==> src/hdl/gbl_pkg.sv <==
// ----------------------------------------------------------------------------
// gbl_pkg
// command and status codes and the result record shared by the line editor
// ----------------------------------------------------------------------------
package gbl_pkg;

  localparam int CMD_W = 3;
  localparam int CH_W  = 8;
  localparam int IDX_W = 10;
  localparam int CNT_W = 11;

  typedef enum logic [CMD_W-1:0] {
    CMD_INSERT = 3'd0,
    CMD_LEFT   = 3'd1,
    CMD_RIGHT  = 3'd2,
    CMD_BKSP   = 3'd3,
    CMD_DELETE = 3'd4,
    CMD_READ   = 3'd5
  } cmd_t;

  typedef enum logic [1:0] {
    ST_OK    = 2'd0,
    ST_FULL  = 2'd1,
    ST_EDGE  = 2'd2,
    ST_RANGE = 2'd3
  } status_t;

  typedef struct packed {
    status_t           status;
    logic [CH_W-1:0]   read_char;
    logic [CNT_W-1:0]  cursor_out;
    logic [CNT_W-1:0]  used_count;
  } result_t;

endpackage

==> src/hdl/gbl_ctrl.sv <==
// ----------------------------------------------------------------------------
// gbl_ctrl
// command sequencer: holds cursor and gap end, drives the store port
// ----------------------------------------------------------------------------
module gbl_ctrl #(
  parameter int CAPACITY = 1024,
  parameter int AW       = 10,
  parameter int PW       = 11
) (
  input  logic                       clk,
  input  logic                       rst,
  input  logic                       in_valid,
  output logic                       in_stall,
  input  logic [gbl_pkg::CMD_W-1:0]  cmd,
  input  logic [gbl_pkg::CH_W-1:0]   ch,
  input  logic [gbl_pkg::IDX_W-1:0]  read_index,
  input  logic                       res_ready,
  output logic                       res_valid,
  output gbl_pkg::result_t           res,
  output logic                       mem_en,
  output logic                       mem_we,
  output logic [AW-1:0]              mem_addr,
  output logic [gbl_pkg::CH_W-1:0]   mem_wdata,
  input  logic [gbl_pkg::CH_W-1:0]   mem_rdata
);
  import gbl_pkg::*;

  localparam int XW = ((PW > IDX_W) ? PW : IDX_W) + 1;

  typedef enum logic {S_IDLE, S_FINISH} state_t;

  state_t         state;
  logic [PW-1:0]  cursor;
  logic [PW-1:0]  gap_end;
  cmd_t           cmd_q;
  status_t        status_q;

  logic [PW-1:0]  cursor_next;
  logic [PW-1:0]  gap_end_next;
  status_t        status_new;
  logic [XW-1:0]  cur_x;
  logic [XW-1:0]  gap_x;
  logic [XW-1:0]  idx_x;
  logic [XW-1:0]  used_x;
  logic [XW-1:0]  far_addr_x;
  logic [XW-1:0]  used_next_x;
  logic           at_start;
  logic           at_end;
  logic           accept;
  logic           finish;
  logic           ok_q;

  assign in_stall  = (state != S_IDLE);
  assign accept    = in_valid && (state == S_IDLE);
  assign finish    = (state == S_FINISH) && res_ready;
  assign res_valid = finish;
  assign ok_q      = (status_q == ST_OK);

  assign cur_x      = XW'(cursor);
  assign gap_x      = XW'(gap_end);
  assign idx_x      = XW'(read_index);
  assign used_x     = cur_x + XW'(CAPACITY) - gap_x;
  assign far_addr_x = gap_x + idx_x - cur_x;
  assign at_start   = (cursor == '0);
  assign at_end     = (gap_end == PW'(CAPACITY));

  // status of the incoming command from the current edit state
  always_comb begin
    unique case (cmd_t'(cmd))
      CMD_INSERT: status_new = (cursor >= gap_end) ? ST_FULL : ST_OK;
      CMD_LEFT,
      CMD_BKSP:   status_new = at_start ? ST_EDGE : ST_OK;
      CMD_RIGHT,
      CMD_DELETE: status_new = at_end ? ST_EDGE : ST_OK;
      CMD_READ:   status_new = (idx_x >= used_x) ? ST_RANGE : ST_OK;
      default:    status_new = ST_EDGE;
    endcase
  end

  // store port: the accepting cycle serves the command, the finishing cycle writes back a move
  always_comb begin
    mem_en    = 1'b0;
    mem_we    = 1'b0;
    mem_addr  = '0;
    mem_wdata = mem_rdata;
    if (accept && (status_new == ST_OK)) begin
      unique case (cmd_t'(cmd))
        CMD_INSERT: begin
          mem_en    = 1'b1;
          mem_we    = 1'b1;
          mem_addr  = cursor[AW-1:0];
          mem_wdata = ch;
        end
        CMD_LEFT: begin
          mem_en   = 1'b1;
          mem_addr = AW'(cursor - PW'(1));
        end
        CMD_RIGHT: begin
          mem_en   = 1'b1;
          mem_addr = gap_end[AW-1:0];
        end
        CMD_READ: begin
          mem_en   = 1'b1;
          mem_addr = (idx_x < cur_x) ? read_index[AW-1:0] : far_addr_x[AW-1:0];
        end
        default: begin
          mem_en = 1'b0;
        end
      endcase
    end else if (finish && ok_q) begin
      unique case (cmd_q)
        CMD_LEFT: begin
          mem_en   = 1'b1;
          mem_we   = 1'b1;
          mem_addr = AW'(gap_end - PW'(1));
        end
        CMD_RIGHT: begin
          mem_en   = 1'b1;
          mem_we   = 1'b1;
          mem_addr = cursor[AW-1:0];
        end
        default: begin
          mem_en = 1'b0;
        end
      endcase
    end
  end

  always_comb begin
    cursor_next  = cursor;
    gap_end_next = gap_end;
    if (ok_q) begin
      unique case (cmd_q)
        CMD_INSERT: cursor_next = cursor + PW'(1);
        CMD_LEFT: begin
          cursor_next  = cursor - PW'(1);
          gap_end_next = gap_end - PW'(1);
        end
        CMD_RIGHT: begin
          cursor_next  = cursor + PW'(1);
          gap_end_next = gap_end + PW'(1);
        end
        CMD_BKSP:   cursor_next  = cursor - PW'(1);
        CMD_DELETE: gap_end_next = gap_end + PW'(1);
        default:    cursor_next  = cursor;
      endcase
    end
  end

  assign used_next_x = XW'(cursor_next) + XW'(CAPACITY) - XW'(gap_end_next);

  assign res.status     = status_q;
  assign res.read_char  = ((cmd_q == CMD_READ) && ok_q) ? mem_rdata : '0;
  assign res.cursor_out = CNT_W'(XW'(cursor_next));
  assign res.used_count = CNT_W'(used_next_x);

  always_ff @(posedge clk) begin
    if (rst) begin
      state    <= S_IDLE;
      cursor   <= '0;
      gap_end  <= PW'(CAPACITY);
      cmd_q    <= CMD_INSERT;
      status_q <= ST_OK;
    end else begin
      unique case (state)
        S_IDLE: begin
          if (accept) begin
            cmd_q    <= cmd_t'(cmd);
            status_q <= status_new;
            state    <= S_FINISH;
          end
        end
        S_FINISH: begin
          if (finish) begin
            cursor  <= cursor_next;
            gap_end <= gap_end_next;
            state   <= S_IDLE;
          end
        end
        default: state <= S_IDLE;
      endcase
    end
  end

endmodule

==> config.mk <==
export PLATFORM = sky130hd
export DESIGN_NAME = gbl_ctrl
export DESIGN_NICKNAME = d
export VERILOG_FILES = /design/src/hdl/gbl_pkg.sv /design/src/hdl/gbl_ctrl.sv
export SDC_FILE = /design/constraint.sdc
export NUM_CORES = 1
export LEC_CHECK = 0
export ABC_AREA = 1
export BUFFER_PORTS_ARGS = -buffer_cell sky130_fd_sc_hd__buf_2
export CAP_MARGIN = 15
export CORE_UTILIZATION = 28
export CTS_BUF_LIST = sky130_fd_sc_hd__clkbuf_8
export CTS_CLUSTER_SIZE = 25
export DETAILED_ROUTE_END_ITERATION = 10
export PLACE_DENSITY = 0.49
export SETUP_SLACK_MARGIN = 0.15
export SYNTH_ARGS = -nofsm -noshare
export SYNTH_HDL_FRONTEND = slang
export SYNTH_SLANG_ARGS = --single-unit
==> constraint.sdc <==
create_clock -name clk -period 5.2 [get_ports clk]
set_clock_uncertainty 0.2 [all_clocks]
set_input_delay 1.04 -clock clk [delete_from_list [all_inputs] [get_ports clk]]
set_output_delay 1.04 -clock clk [all_outputs]
set_load 0.01 [all_outputs]
* After elaboration in Yosys (flattened, before gate mapping)
Cells that the tools add are included.
** Storage, ports and cells
- Register bits :: 28
** Operators by class
- Add/sub/neg operators :: 10
- Magnitude comparators :: 3
- Equality and inequality tests :: 11
- Muxes and demuxes :: 26
- Bitwise gates (word level) :: 1
- Reduce and logical (&&, ||, !) cells :: 19
** Operator list (number)
- 11-bit one-hot mux with 2 select lines :: 2
- 10-bit one-hot mux with 4 select lines :: 1
- 10-bit 2-to-1 mux :: 3
- 8-bit 2-to-1 mux :: 3
- 11-bit by 1-bit adder with 11-bit output, second input constant :: 2
- 11-bit 2-to-1 mux :: 2
- 11-bit by 1-bit subtractor with 11-bit output, second input constant :: 2
- 10-bit one-hot mux with 2 select lines :: 1
- 11-bit by 11-bit adder with 12-bit output, second input constant :: 1
- 3-bit by 2-bit == test with 1-bit output, second input constant :: 4
- 3-bit == test, second input constant :: 4
- 10-bit by 12-bit >= comparator with 1-bit output :: 1
- 2-bit OR reduction :: 6
- 12-bit by 11-bit subtractor with 12-bit output :: 1
- 11-bit adder, second input constant :: 1
- 11-bit == test, second input constant :: 1
- 11-bit >= comparator :: 1
- 11-bit zero test :: 1
- 10-bit by 11-bit < comparator with 1-bit output :: 1
- 11-bit subtractor :: 1
- 10-bit adder :: 1
- 10-bit subtractor :: 1
- 1-bit 2-to-1 mux :: 9
- 2-bit one-hot mux with 4 select lines :: 1
- 9 further kinds :: 19

* Depth between registers and ports, before layout
Gate-level depths: netlist of run 1.
- Word-level depth :: 8
- Gate-level depth with buffers :: 22
- Depth with buffers taken out :: 22

* Worst setup path after synthesis of run 1
No wires, ideal clock.
- Path kind :: register to output
- Start :: reg status_q[1]
- End :: out res[9] in the netlist's numbering
- Data arrival time :: 3152 ps
- Required time :: 3960 ps
- Slack :: 808 ps
- Cell stages (with the launch flop) :: 21
- Path buffers :: 2
- Path through :: dfxtp_1 nor2_1 inv_1 nor2_1 buf_2 clkbuf_1 o21a_1 inv_1 ha_1 ha_1 fa_1 nand3_1 nand2_1 nand2_1 nand2_1 a21oi_1 nor2_1 nor2_1 nor2_1 nor2_1 xnor2_1
** RTL lines
- start, declared :: RTL line gbl_ctrl.sv:36 : status_t status_q;
- start signal, assigned :: RTL line gbl_ctrl.sv:169 : status_q <= status_new;
- end, declared :: RTL line gbl_ctrl.sv:19 : output gbl_pkg::result_t res,

==> metrics.yaml, run 1 <==
status: "finished clean"
grt-busiest-layer: "met2"
worstHoldEndpoint: "in_stall$_SDFF_PP0_"
globalplace.congestion: 0.9560
crit_path_max_fanout: 5
worst_pin_slew_ns: 0.7592
whs_ns: 0.3317
cp.arrival_ns: 3.61
diodes: 0
syn_inst: 946
htree_num_levels: 1
reg2reg_depth: 19
finalSetupTns_ns: 0
initialDrtViolationCount: 594
root_buffer: "clkbuf_8"
initial_core_util: 0.2902
drive_above_1_share: 0.1933
wirelength_um: 22820
r2r_end: "status_q[0]$_SDFFE_PP0P_"
core_area_um2: 19720
drc_errors: 0
io_pins: 87
grt_usage: 0.2087
yosys.area.top_type: "ha_1"
grtUsageMet1: 0.2994
grt_max_degree: 23
end_kind: "primary output"
leakagePower_nw: 3.660
r2r-start: "gap_end[3]$_SDFFE_PP0P_"
antenna_found_initial: 0
portBuffers: 86
finalInstanceArea_um2: 6989
die-area_um2: 21010
worstPathRequired_ns: 3.96
max_freq_mhz: 206.0
ctsLongestPathBuffers: 2
rsz0062_at_grt: "yes"
drv_cap: 0
grt_pass1_vias: 6088
dpl_cell_area_um2: 6594
die_w_um: 145.0
syn-cell-area_um2: 5723
hold_class: "flip-flop to flip-flop"
slew_viol_final: 0
synth_warnings: 0
async_flop_share: 0
hp-start: "in_stall$_SDFF_PP0_"
ant_nets: 0
ys_seq_area_frac: 0.09794
die_y_um: 145.0
period_minus_slack_ns: 4.854
synth-seq-cells: 28
final_nets: 1175
cts_tree: "done"
synth_fp_nets: 1070
dp_hpwl_um: 18430
overflow: 0
max_slew_margin: 0.4920
yosysUniqueCellTypes: 46
synth_area_per_cell_um2: 6.050
path_class: "flip-flop to primary output"
hold_violations: 0
wl_per_cell_um: 17.35
max-vdd-ir-drop_mv: 0.2352
grt_pass1_wl_um: 34560
cp-start-kind: "flip-flop"
powerDensity_nw_per_um2: 244.3
via_per_inst: 5.033
std_cell_rows: 51
r2r_slack_ns: 1.63
synthTopCellsByCount: "nand2_1, inv_1, nor2_1"
synth_ff_type: "dfxtp_1"
fin_crit_sh: 0.9335
synth_top_area_share: 0.1640
holdPathStages: 2
via_count: 6619
insertion_delay_ns: 0.30
setup_viol_count_final: 0
cts_made_buffers: 3
grt_use_met2: 0.3286
synth_enable_flop_cells: 0
fill_cells: 2196
path_clk_slew_ns: 0.13
dr.pass1.iters: 6
met3_usage: 0.02579
synth_most_common_cell: "nand2_1"
cts_sinks: 28
syn_to_final_growth_pct: 22.12
synth.area.top_cells: "ha_1, nand2_1, dfxtp_1, inv_1, nand3_1"
## logic make-up after synthesis
family	after synthesis	synth area share
XOR/XNOR	33	0.05050
flip-flops	28	0.09795
buffers and inverters	186	0.1272
adder cells (fa/ha/maj)	91	0.2199
AO/OA/AOI/OAI	164	0.1703
AND/OR/NAND/NOR	444	0.3341
## flip-flops by register name, summed over array words and instances (netlist names)
| name | flops |
|---|---|
| in_stall | 1 |
| status_q | 2 |
| gap_end | 11 |
| cursor | 11 |
| cmd_q | 3 |
## per-layer routing
layer  up-vias  part of all wire
li1       3327                 -
met1      2979              0.47
met2       274              0.43
met3        39             0.069
met4         0             0.026
met5         -                 0
## worst max-delay path, stage by stage (launching register included)
cell	delay, ns
dfxtp_2	0.43
inv_1	0.14
ha_1	0.34
nor2_2	0.15
a21oi_1	0.05
o22ai_1	0.11
inv_1	0.09
ha_1	0.32
ha_1	0.27
fa_1	0.42
nand3_1	0.08
nand2_1	0.07
nand2_1	0.06
nand2_1	0.07
a21oi_2	0.17
nor2_1	0.06
nor2_1	0.08
nor2_1	0.04
nor2_1	0.10
xnor2_1	0.12
buf_2	0.15
## worst max-delay path by stage
stage	start	endpoint	slack (ns)	cells past startpoint
floorplan	status_q[1]$_SDFFE_PP0P_	res[9]	0.81	20
global placement	gap_end[1]$_SDFFE_PP0P_	mem_addr[3]	0.11	20
detailed placement	gap_end[1]$_SDFFE_PP0P_	mem_addr[2]	0.16	20
CTS	gap_end[1]$_SDFFE_PP0P_	mem_addr[2]	0.16	20
global route	gap_end[0]$_SDFFE_PP0P_	res[9]	0.11	20
finish	gap_end[0]$_SDFFE_PP0P_	res[9]	0.35	20
## layout make-up
cell class | instances | area, µm² | share of cell area
Clock buffer | 3 | 41.29 | 0.005908
Timing Repair Buffer | 126 | 759.5 | 0.1087
Multi-Input combinational cell | 733 | 4636 | 0.6633
Tap cell | 265 | 331.6 | 0.04744
Inverter | 159 | 608.1 | 0.08700
Clock inverter | 1 | 30.03 | 0.004296
Sequential cell | 28 | 583.1 | 0.08342
## metrics by stage
step	utilization	power (mW)	std cells	setup WS [ns]
2_1_floorplan	-	1.055	946	0.8077
3_3_place_gp	0.3344	1.412	1302	0.1129
6_report	0.3545	1.707	1315	0.3456
5_1_grt	0.3545	1.855	1315	0.1106
4_1_cts	0.3394	1.606	1308	0.1594
3_5_place_dp	0.3344	1.403	1302	0.1603
## layout by cell type, fill, tap and decap left out, types with 7 or more instances in the layout
cell type,synthesis,layout
o31ai_1,7,7
dfxtp_1,28,16
nand4_1,34,34
xor2_1,27,25
nor3_1,11,7
o21ai_0,52,49
nand2_1,232,230
ha_1,75,68
inv_1,143,140
buf_2,12,86
inv_2,12,12
nor2_1,86,83
a21oi_1,40,37
o22ai_1,22,22
dfxtp_2,0,9
nand3_1,65,63
buf_4,0,37
fa_1,16,14
o21ai_1,8,9
## power by group
group / switching (mW) / leakage [nW] / internal [mW]
sequential: 0.0183 / 0.234 / 0.225
clock: 0.0888 / 0.0357 / 0.104
combinational: 0.779 / 3.39 / 0.493
total: 0.886 / 3.66 / 0.821
## timing repair
item	in CTS	in global routing
gates resized for setup	6	59
endpoints found under the setup margin	21	24
buffers inserted	2	5
gates cloned	0	2
pin swaps	0	4
hold buffers	0	0
Power figures use the tool's default switching activity.
==> run 2: changes to the inputs <==
CTS_BUF_LIST = sky130_fd_sc_hd__clkbuf_2   (was sky130_fd_sc_hd__clkbuf_8)
CTS_CLUSTER_SIZE = not set   (was 25)
==> run 2 against run 1 <==
  * Wire length up 0.39%
  * Count of clock-buffer cells in the layout unchanged
  * Critical path depth down 2
  * Cell count up 1.9%
  * Core utilization up 2.1 points
  * Worst setup slack worse by 0.040 ns
  * Combinational power up 4%
  * Critical path type unchanged
==> metrics.yaml, run 2 (synthesis gave the netlist of run 1 again) <==
drc_errors: 0  # unchanged
cts_tree: "done"  # unchanged
worst_pin_slew_ns: 0.7408  # was 0.7592 ns
cp.arrival_ns: 3.65  # was 3.61 ns
fill_cells: 2157  # was 2196
dr.pass1.iters: 5  # was 6
htree_num_levels: 1  # unchanged
finalSetupTns_ns: 0  # unchanged
grt_max_degree: 23  # unchanged
ant_nets: 0  # unchanged
globalplace.congestion: 0.9560  # unchanged
reg_top3: "cursor: 11 flops, gap_end: 11 flops, cmd_q: 3 flops"  # unchanged
path_clk_slew_ns: 0.34  # was 0.13 ns
status: "finished clean"  # unchanged
portBuffers: 86  # unchanged
cts_hold_buf: 0  # unchanged
rsz0062_at_grt: "yes"  # unchanged
via_per_inst: 5.063  # was 5.033
pre_cts_ws_ns: 0.1603  # unchanged
io_pins: 87  # unchanged
powerDensity_nw_per_um2: 230.6  # was 244.3 nW/µm²
cts_made_buffers: 3  # unchanged
placed_cells: 1302  # unchanged
hold_class: "flip-flop to flip-flop"  # unchanged
antenna_found_initial: 0  # unchanged
drive_above_1_share: 0.2502  # was 0.1933
fin_crit_sh: 0.9412  # was 0.9335
cp-start-kind: "flip-flop"  # unchanged
final_cell_mix: "nand2_1, inv_1, buf_2"  # unchanged
max-vdd-ir-drop_mv: 0.2374  # was 0.2352 mV
whs_ns: 0.3399  # was 0.3317 ns
root_buffer: "clkbuf_2"  # was clkbuf_8
crit_path_max_fanout: 8  # was 5
final_common_cell: "nand2_1"  # unchanged
grt_pass1_wl_um: 34750  # was 34560 µm
wirelength_um: 22910  # was 22820 µm
via_count: 6784  # was 6619
hold_violations: 0  # unchanged
drv_cap: 0  # unchanged
path_class: "flip-flop to primary output"  # unchanged
final_nets: 1200  # was 1175
dp_hpwl_um: 18430  # unchanged
finalInstanceArea_um2: 7412  # was 6989 µm²
period_minus_slack_ns: 4.894  # was 4.854 ns
insertion_delay_ns: 0.41  # was 0.30 ns
wl_per_cell_um: 17.09  # was 17.35 µm
leakagePower_nw: 3.791  # was 3.660 nW
syn_to_final_growth_pct: 29.51  # was 22.12%
fin_util: 0.3759  # was 0.3545
overflow: 0  # unchanged
die_w_um: 145.0  # unchanged
dpl_cell_area_um2: 6594  # unchanged
fin_cells: 1340  # was 1315
initialDrtViolationCount: 465  # was 594
end_kind: "primary output"  # unchanged
die_y_um: 145.0  # unchanged
die-area_um2: 21010  # unchanged
diodes: 0  # unchanged
fin_total_pwr_mw: 1.709  # was 1.707 mW
finalWorstSetupSlack_ns: 0.3059  # was 0.3456 ns
cts_sinks: 28  # unchanged
std_cell_rows: 51  # unchanged
max_freq_mhz: 204.3  # was 206.0 MHz
grt_usage: 0.2097  # was 0.2087
grt_pass1_vias: 6180  # was 6088
ctsLongestPathBuffers: 2  # unchanged
worstPathRequired_ns: 3.96  # about the same
slew_viol_final: 0  # unchanged
initial_core_util: 0.2902  # unchanged
max_slew_margin: 0.5043  # was 0.4920
setup_viol_count_final: 0  # unchanged
core_area_um2: 19720  # unchanged
==> run 2: cell count changes in the layout (fill, tap and decap cells not counted), sizes merged <==
cell      change
buf          +26
clkinvlp      +1
inv           -1
nand3         -1
==> run 2: final timing paths <==
check	end	from	depth (start not counted)	slack, ns
setup / recovery	mem_wdata[1]	gap_end[3]$_SDFFE_PP0P_	18	0.31
hold / removal	in_stall$_SDFF_PP0_	in_stall$_SDFF_PP0_	2	0.34
setup reg to reg	status_q[0]$_SDFFE_PP0P_	gap_end[3]$_SDFFE_PP0P_	19	1.72
hold reg to reg	in_stall$_SDFF_PP0_	in_stall$_SDFF_PP0_	2	0.34
==> run 2: what timing repair did <==
action,in CTS,in global routing
resized for setup,33,98
cloned,0,2
setup endpoints to repair,22,25
setup buffers,7,25
pin swaps,0,26
==> run 2: cell type report <==
type                            instances  area [µm²]  share of cell area
Timing Repair Buffer                  152       969.7              0.1308
Clock inverter                          1       30.03            0.004051
Clock buffer                            3       15.01            0.002026
Tap cell                              265       331.6             0.04473
Multi-Input combinational cell        732        4842              0.6533
Inverter                              159       619.3             0.08356
Sequential cell                        28       604.3             0.08153
==> run 2: critical path, stage by stage, from the launching register on <==
cell and delay [ns]:
dfxtp_4 0.45, inv_8 0.05, ha_4 0.16, fa_2 0.62
nand2_4 0.08, nor3_4 0.15, a21oi_2 0.09, xor2_1 0.16
ha_1 0.28, inv_1 0.05, o31a_1 0.28, nand2_1 0.06
nand2_1 0.06, nand2_2 0.08, nand3_4 0.18, nand3_4 0.22
nand2_1 0.07, nand2_1 0.08, buf_2 0.13
==> run 2: power by group <==
part / switching, mW / leakage [nW] / internal (mW) / total [mW]
sequential: 0.0188 / 0.238 / 0.224 / 0.242
clock: 0.0809 / 0.0266 / 0.0662 / 0.147
combinational: 0.782 / 3.53 / 0.538 / 1.32
==> run 2: routing by layer <==
metal / global-route usage / vias up / wire, µm
li1: - / 3369 / -
met1: 0.2985 / 3102 / 10820
met4: 0.04840 / 0 / 576
met2: 0.3313 / 269 / 9984
met3: 0.02862 / 44 / 1525
met5: 0 / - / 0
==> run 3: changes to the inputs <==
CAP_MARGIN = 20   (was 15)
RECOVER_POWER = 50   (was not set)
==> run 3 against run 2 <==
  * First-iteration DRC count increased by 20%
  * Largest cell class unchanged
  * Count of clock-buffer cells in the layout unchanged
  * Highest routed layer unchanged
  * Cell area fell by 0.34%
  * Cell count unchanged
  * Largest power group unchanged
  * Sequential share of layout area is essentially flat
  * Worst setup slack improved by 0.0033 ns
  * Die area did not move
  * Power barely moved
  * Global-route usage stayed put
==> metrics.yaml, run 3 (synthesis gave the netlist of run 1 again) <==
crit_path_max_fanout: 8  # unchanged
placed_cells: 1302  # unchanged
drc_errors: 0  # unchanged
ant_nets: 0  # unchanged
initial_core_util: 0.2902  # unchanged
final_nets: 1200  # unchanged
worst_pin_slew_ns: 0.7427  # was 0.7408 ns
ctsLongestPathBuffers: 2  # unchanged
worstHoldEndpoint: "in_stall$_SDFF_PP0_"  # unchanged
overflow: 0  # unchanged
hold_class: "flip-flop to flip-flop"  # unchanged
globalplace.congestion: 0.9560  # unchanged
end_kind: "primary output"  # unchanged
diodes: 0  # unchanged
rsz0062_at_grt: "yes"  # unchanged
grt_max_degree: 23  # unchanged
std_cell_rows: 51  # unchanged
die_w_um: 145.0  # unchanged
max_slew_margin: 0.5030  # was 0.5043
max_freq_mhz: 204.5  # was 204.3 MHz
insertion_delay_ns: 0.42  # was 0.41 ns
dr.pass1.iters: 5  # unchanged
slew_viol_final: 0  # unchanged
r2r_end: "status_q[0]$_SDFFE_PP0P_"  # unchanged
reg2reg_depth: 21  # was 19
die-area_um2: 21010  # unchanged
io_pins: 87  # unchanged
final_common_cell: "nand2_1"  # unchanged
via_per_inst: 5.057  # was 5.063
cp.arrival_ns: 3.65  # about the same
wl_per_cell_um: 17.15  # was 17.09 µm
cts_sinks: 28  # unchanged
root_buffer: "clkbuf_2"  # unchanged
fin_crit_sh: 0.9405  # was 0.9412
syn_to_final_growth_pct: 29.08  # was 29.51%
hp-start: "in_stall$_SDFF_PP0_"  # unchanged
dp_hpwl_um: 18430  # unchanged
htree_num_levels: 1  # unchanged
fin_cells: 1340  # unchanged
cts_tree: "done"  # unchanged
antenna_found_initial: 0  # unchanged
cts_made_buffers: 3  # unchanged
die_y_um: 145.0  # unchanged
grt_usage: 0.2097  # unchanged
drive_above_1_share: 0.2363  # was 0.2502
status: "finished clean"  # unchanged
grt_pass1_wl_um: 34750  # unchanged
holdPathStages: 2  # unchanged
hold_violations: 0  # unchanged
portBuffers: 86  # unchanged
drv_cap: 0  # unchanged
final_cell_mix: "nand2_1, inv_1, nor2_1"  # was nand2_1, inv_1, buf_2
core_area_um2: 19720  # unchanged
worstPathRequired_ns: 3.96  # about the same
leakagePower_nw: 3.736  # was 3.791 nW
initialDrtViolationCount: 557  # was 465
max-vdd-ir-drop_mv: 0.2374  # about the same
path_clk_slew_ns: 0.35  # was 0.34 ns
via_count: 6776  # was 6784
finalSetupTns_ns: 0  # unchanged
grt_pass1_vias: 6180  # unchanged
r2r-start: "cursor[1]$_SDFFE_PP0P_"  # was gap_end[3]$_SDFFE_PP0P_
wirelength_um: 22980  # was 22910 µm
setup_viol_count_final: 0  # unchanged
path_class: "flip-flop to primary output"  # unchanged
cts_hold_buf: 0  # unchanged
r2r_slack_ns: 1.72  # about the same
powerDensity_nw_per_um2: 231.3  # was 230.6 nW/µm²
reg_top3: "cursor: 11 flops, gap_end: 11 flops, cmd_q: 3 flops"  # unchanged
cp-start-kind: "flip-flop"  # unchanged
period_minus_slack_ns: 4.891  # was 4.894 ns
==> run 3: cell count changes in the layout (fill, tap and decap cells not counted) <==
cell      delta
buf_2       -12
buf_4        -1
clkbuf_1    +13
dfxtp_1      +1
dfxtp_4      -1
nor2_1       +1
nor2_2       -1
==> run 3: worst max path at each step <==
| stage | cells past startpoint | slack, ns | end | from |
|---|---|---|---|---|
| final | 20 | 0.31 | mem_wdata[1] | cursor[1]$_SDFFE_PP0P_ |
| after global routing | 22 | 0.04 | res[9] | cursor[3]$_SDFFE_PP0P_ |
| after CTS | 20 | 0.16 | mem_addr[2] | gap_end[1]$_SDFFE_PP0P_ |
| after detailed placement | 20 | 0.16 | mem_addr[2] | gap_end[1]$_SDFFE_PP0P_ |
| after global placement | 20 | 0.11 | mem_addr[3] | gap_end[1]$_SDFFE_PP0P_ |
| after floorplan | 20 | 0.81 | res[9] | status_q[1]$_SDFFE_PP0P_ |
==> run 3: repair_timing <==
action                     4_1_cts  5_1_grt
pin swaps                        0       26
hold endpoints to repair         0        0
setup endpoints to repair       22       25
gates cloned                     0        2
setup buffers                    7       25
gates resized for setup         33       98
==> run 3: where the power goes <==
group          switching, mW  total (mW)  internal (mW)
Combinational          0.783        1.32          0.536
Sequential            0.0187       0.243          0.224
Clock                 0.0806       0.147         0.0662
Total                  0.883        1.71          0.826
==> run 3: per-stage QoR <==
stage                       util  hold slack [ns]  setup slack, ns  cell area, µm²  power (mW)
after floorplan                -           0.3255           0.8077            5723       1.055
after global placement    0.3344           0.3165           0.1129            6594       1.412
after detailed placement  0.3344           0.3141           0.1603            6594       1.403
after CTS                 0.3443           0.3387           0.1558            6789       1.580
after global routing      0.3746           0.3739          0.04457            7387       1.861
final                     0.3746           0.3412           0.3092            7387       1.709
==> run 3: worst max-delay path, cell delays in order, from the launching register on <==
cell and delay, ns:
dfxtp_4 0.44, buf_4 0.14, ha_4 0.28, ha_4 0.14
inv_2 0.05, fa_2 0.37, inv_2 0.08, nand2_2 0.07
nand3_4 0.08, xor2_2 0.07, ha_1 0.32, inv_2 0.05
o31a_1 0.26, nand2_1 0.06, nand2_1 0.06, nand2_2 0.08
nand3_4 0.18, nand3_4 0.22, nand2_1 0.07, nand2_1 0.08
buf_2 0.13
==> run 3: layout make-up <==
type | instances | area [µm²]
Fill cell | 2169 | 12330
Multi-Input combinational cell | 732 | 4840
Timing Repair Buffer | 152 | 950.9
Inverter | 159 | 619.3
Sequential cell | 28 | 600.6
Tap cell | 265 | 331.6
Clock inverter | 1 | 30.03
Clock buffer | 3 | 15.01
==> run 3: layer usage <==
metal	vias to the layer above	wire (µm)	track usage
met4	0	571	0.04840
li1	3371	-	-
met3	43	1606	0.02862
met2	278	10020	0.3313
met1	3084	10790	0.2985
met5	-	0	0
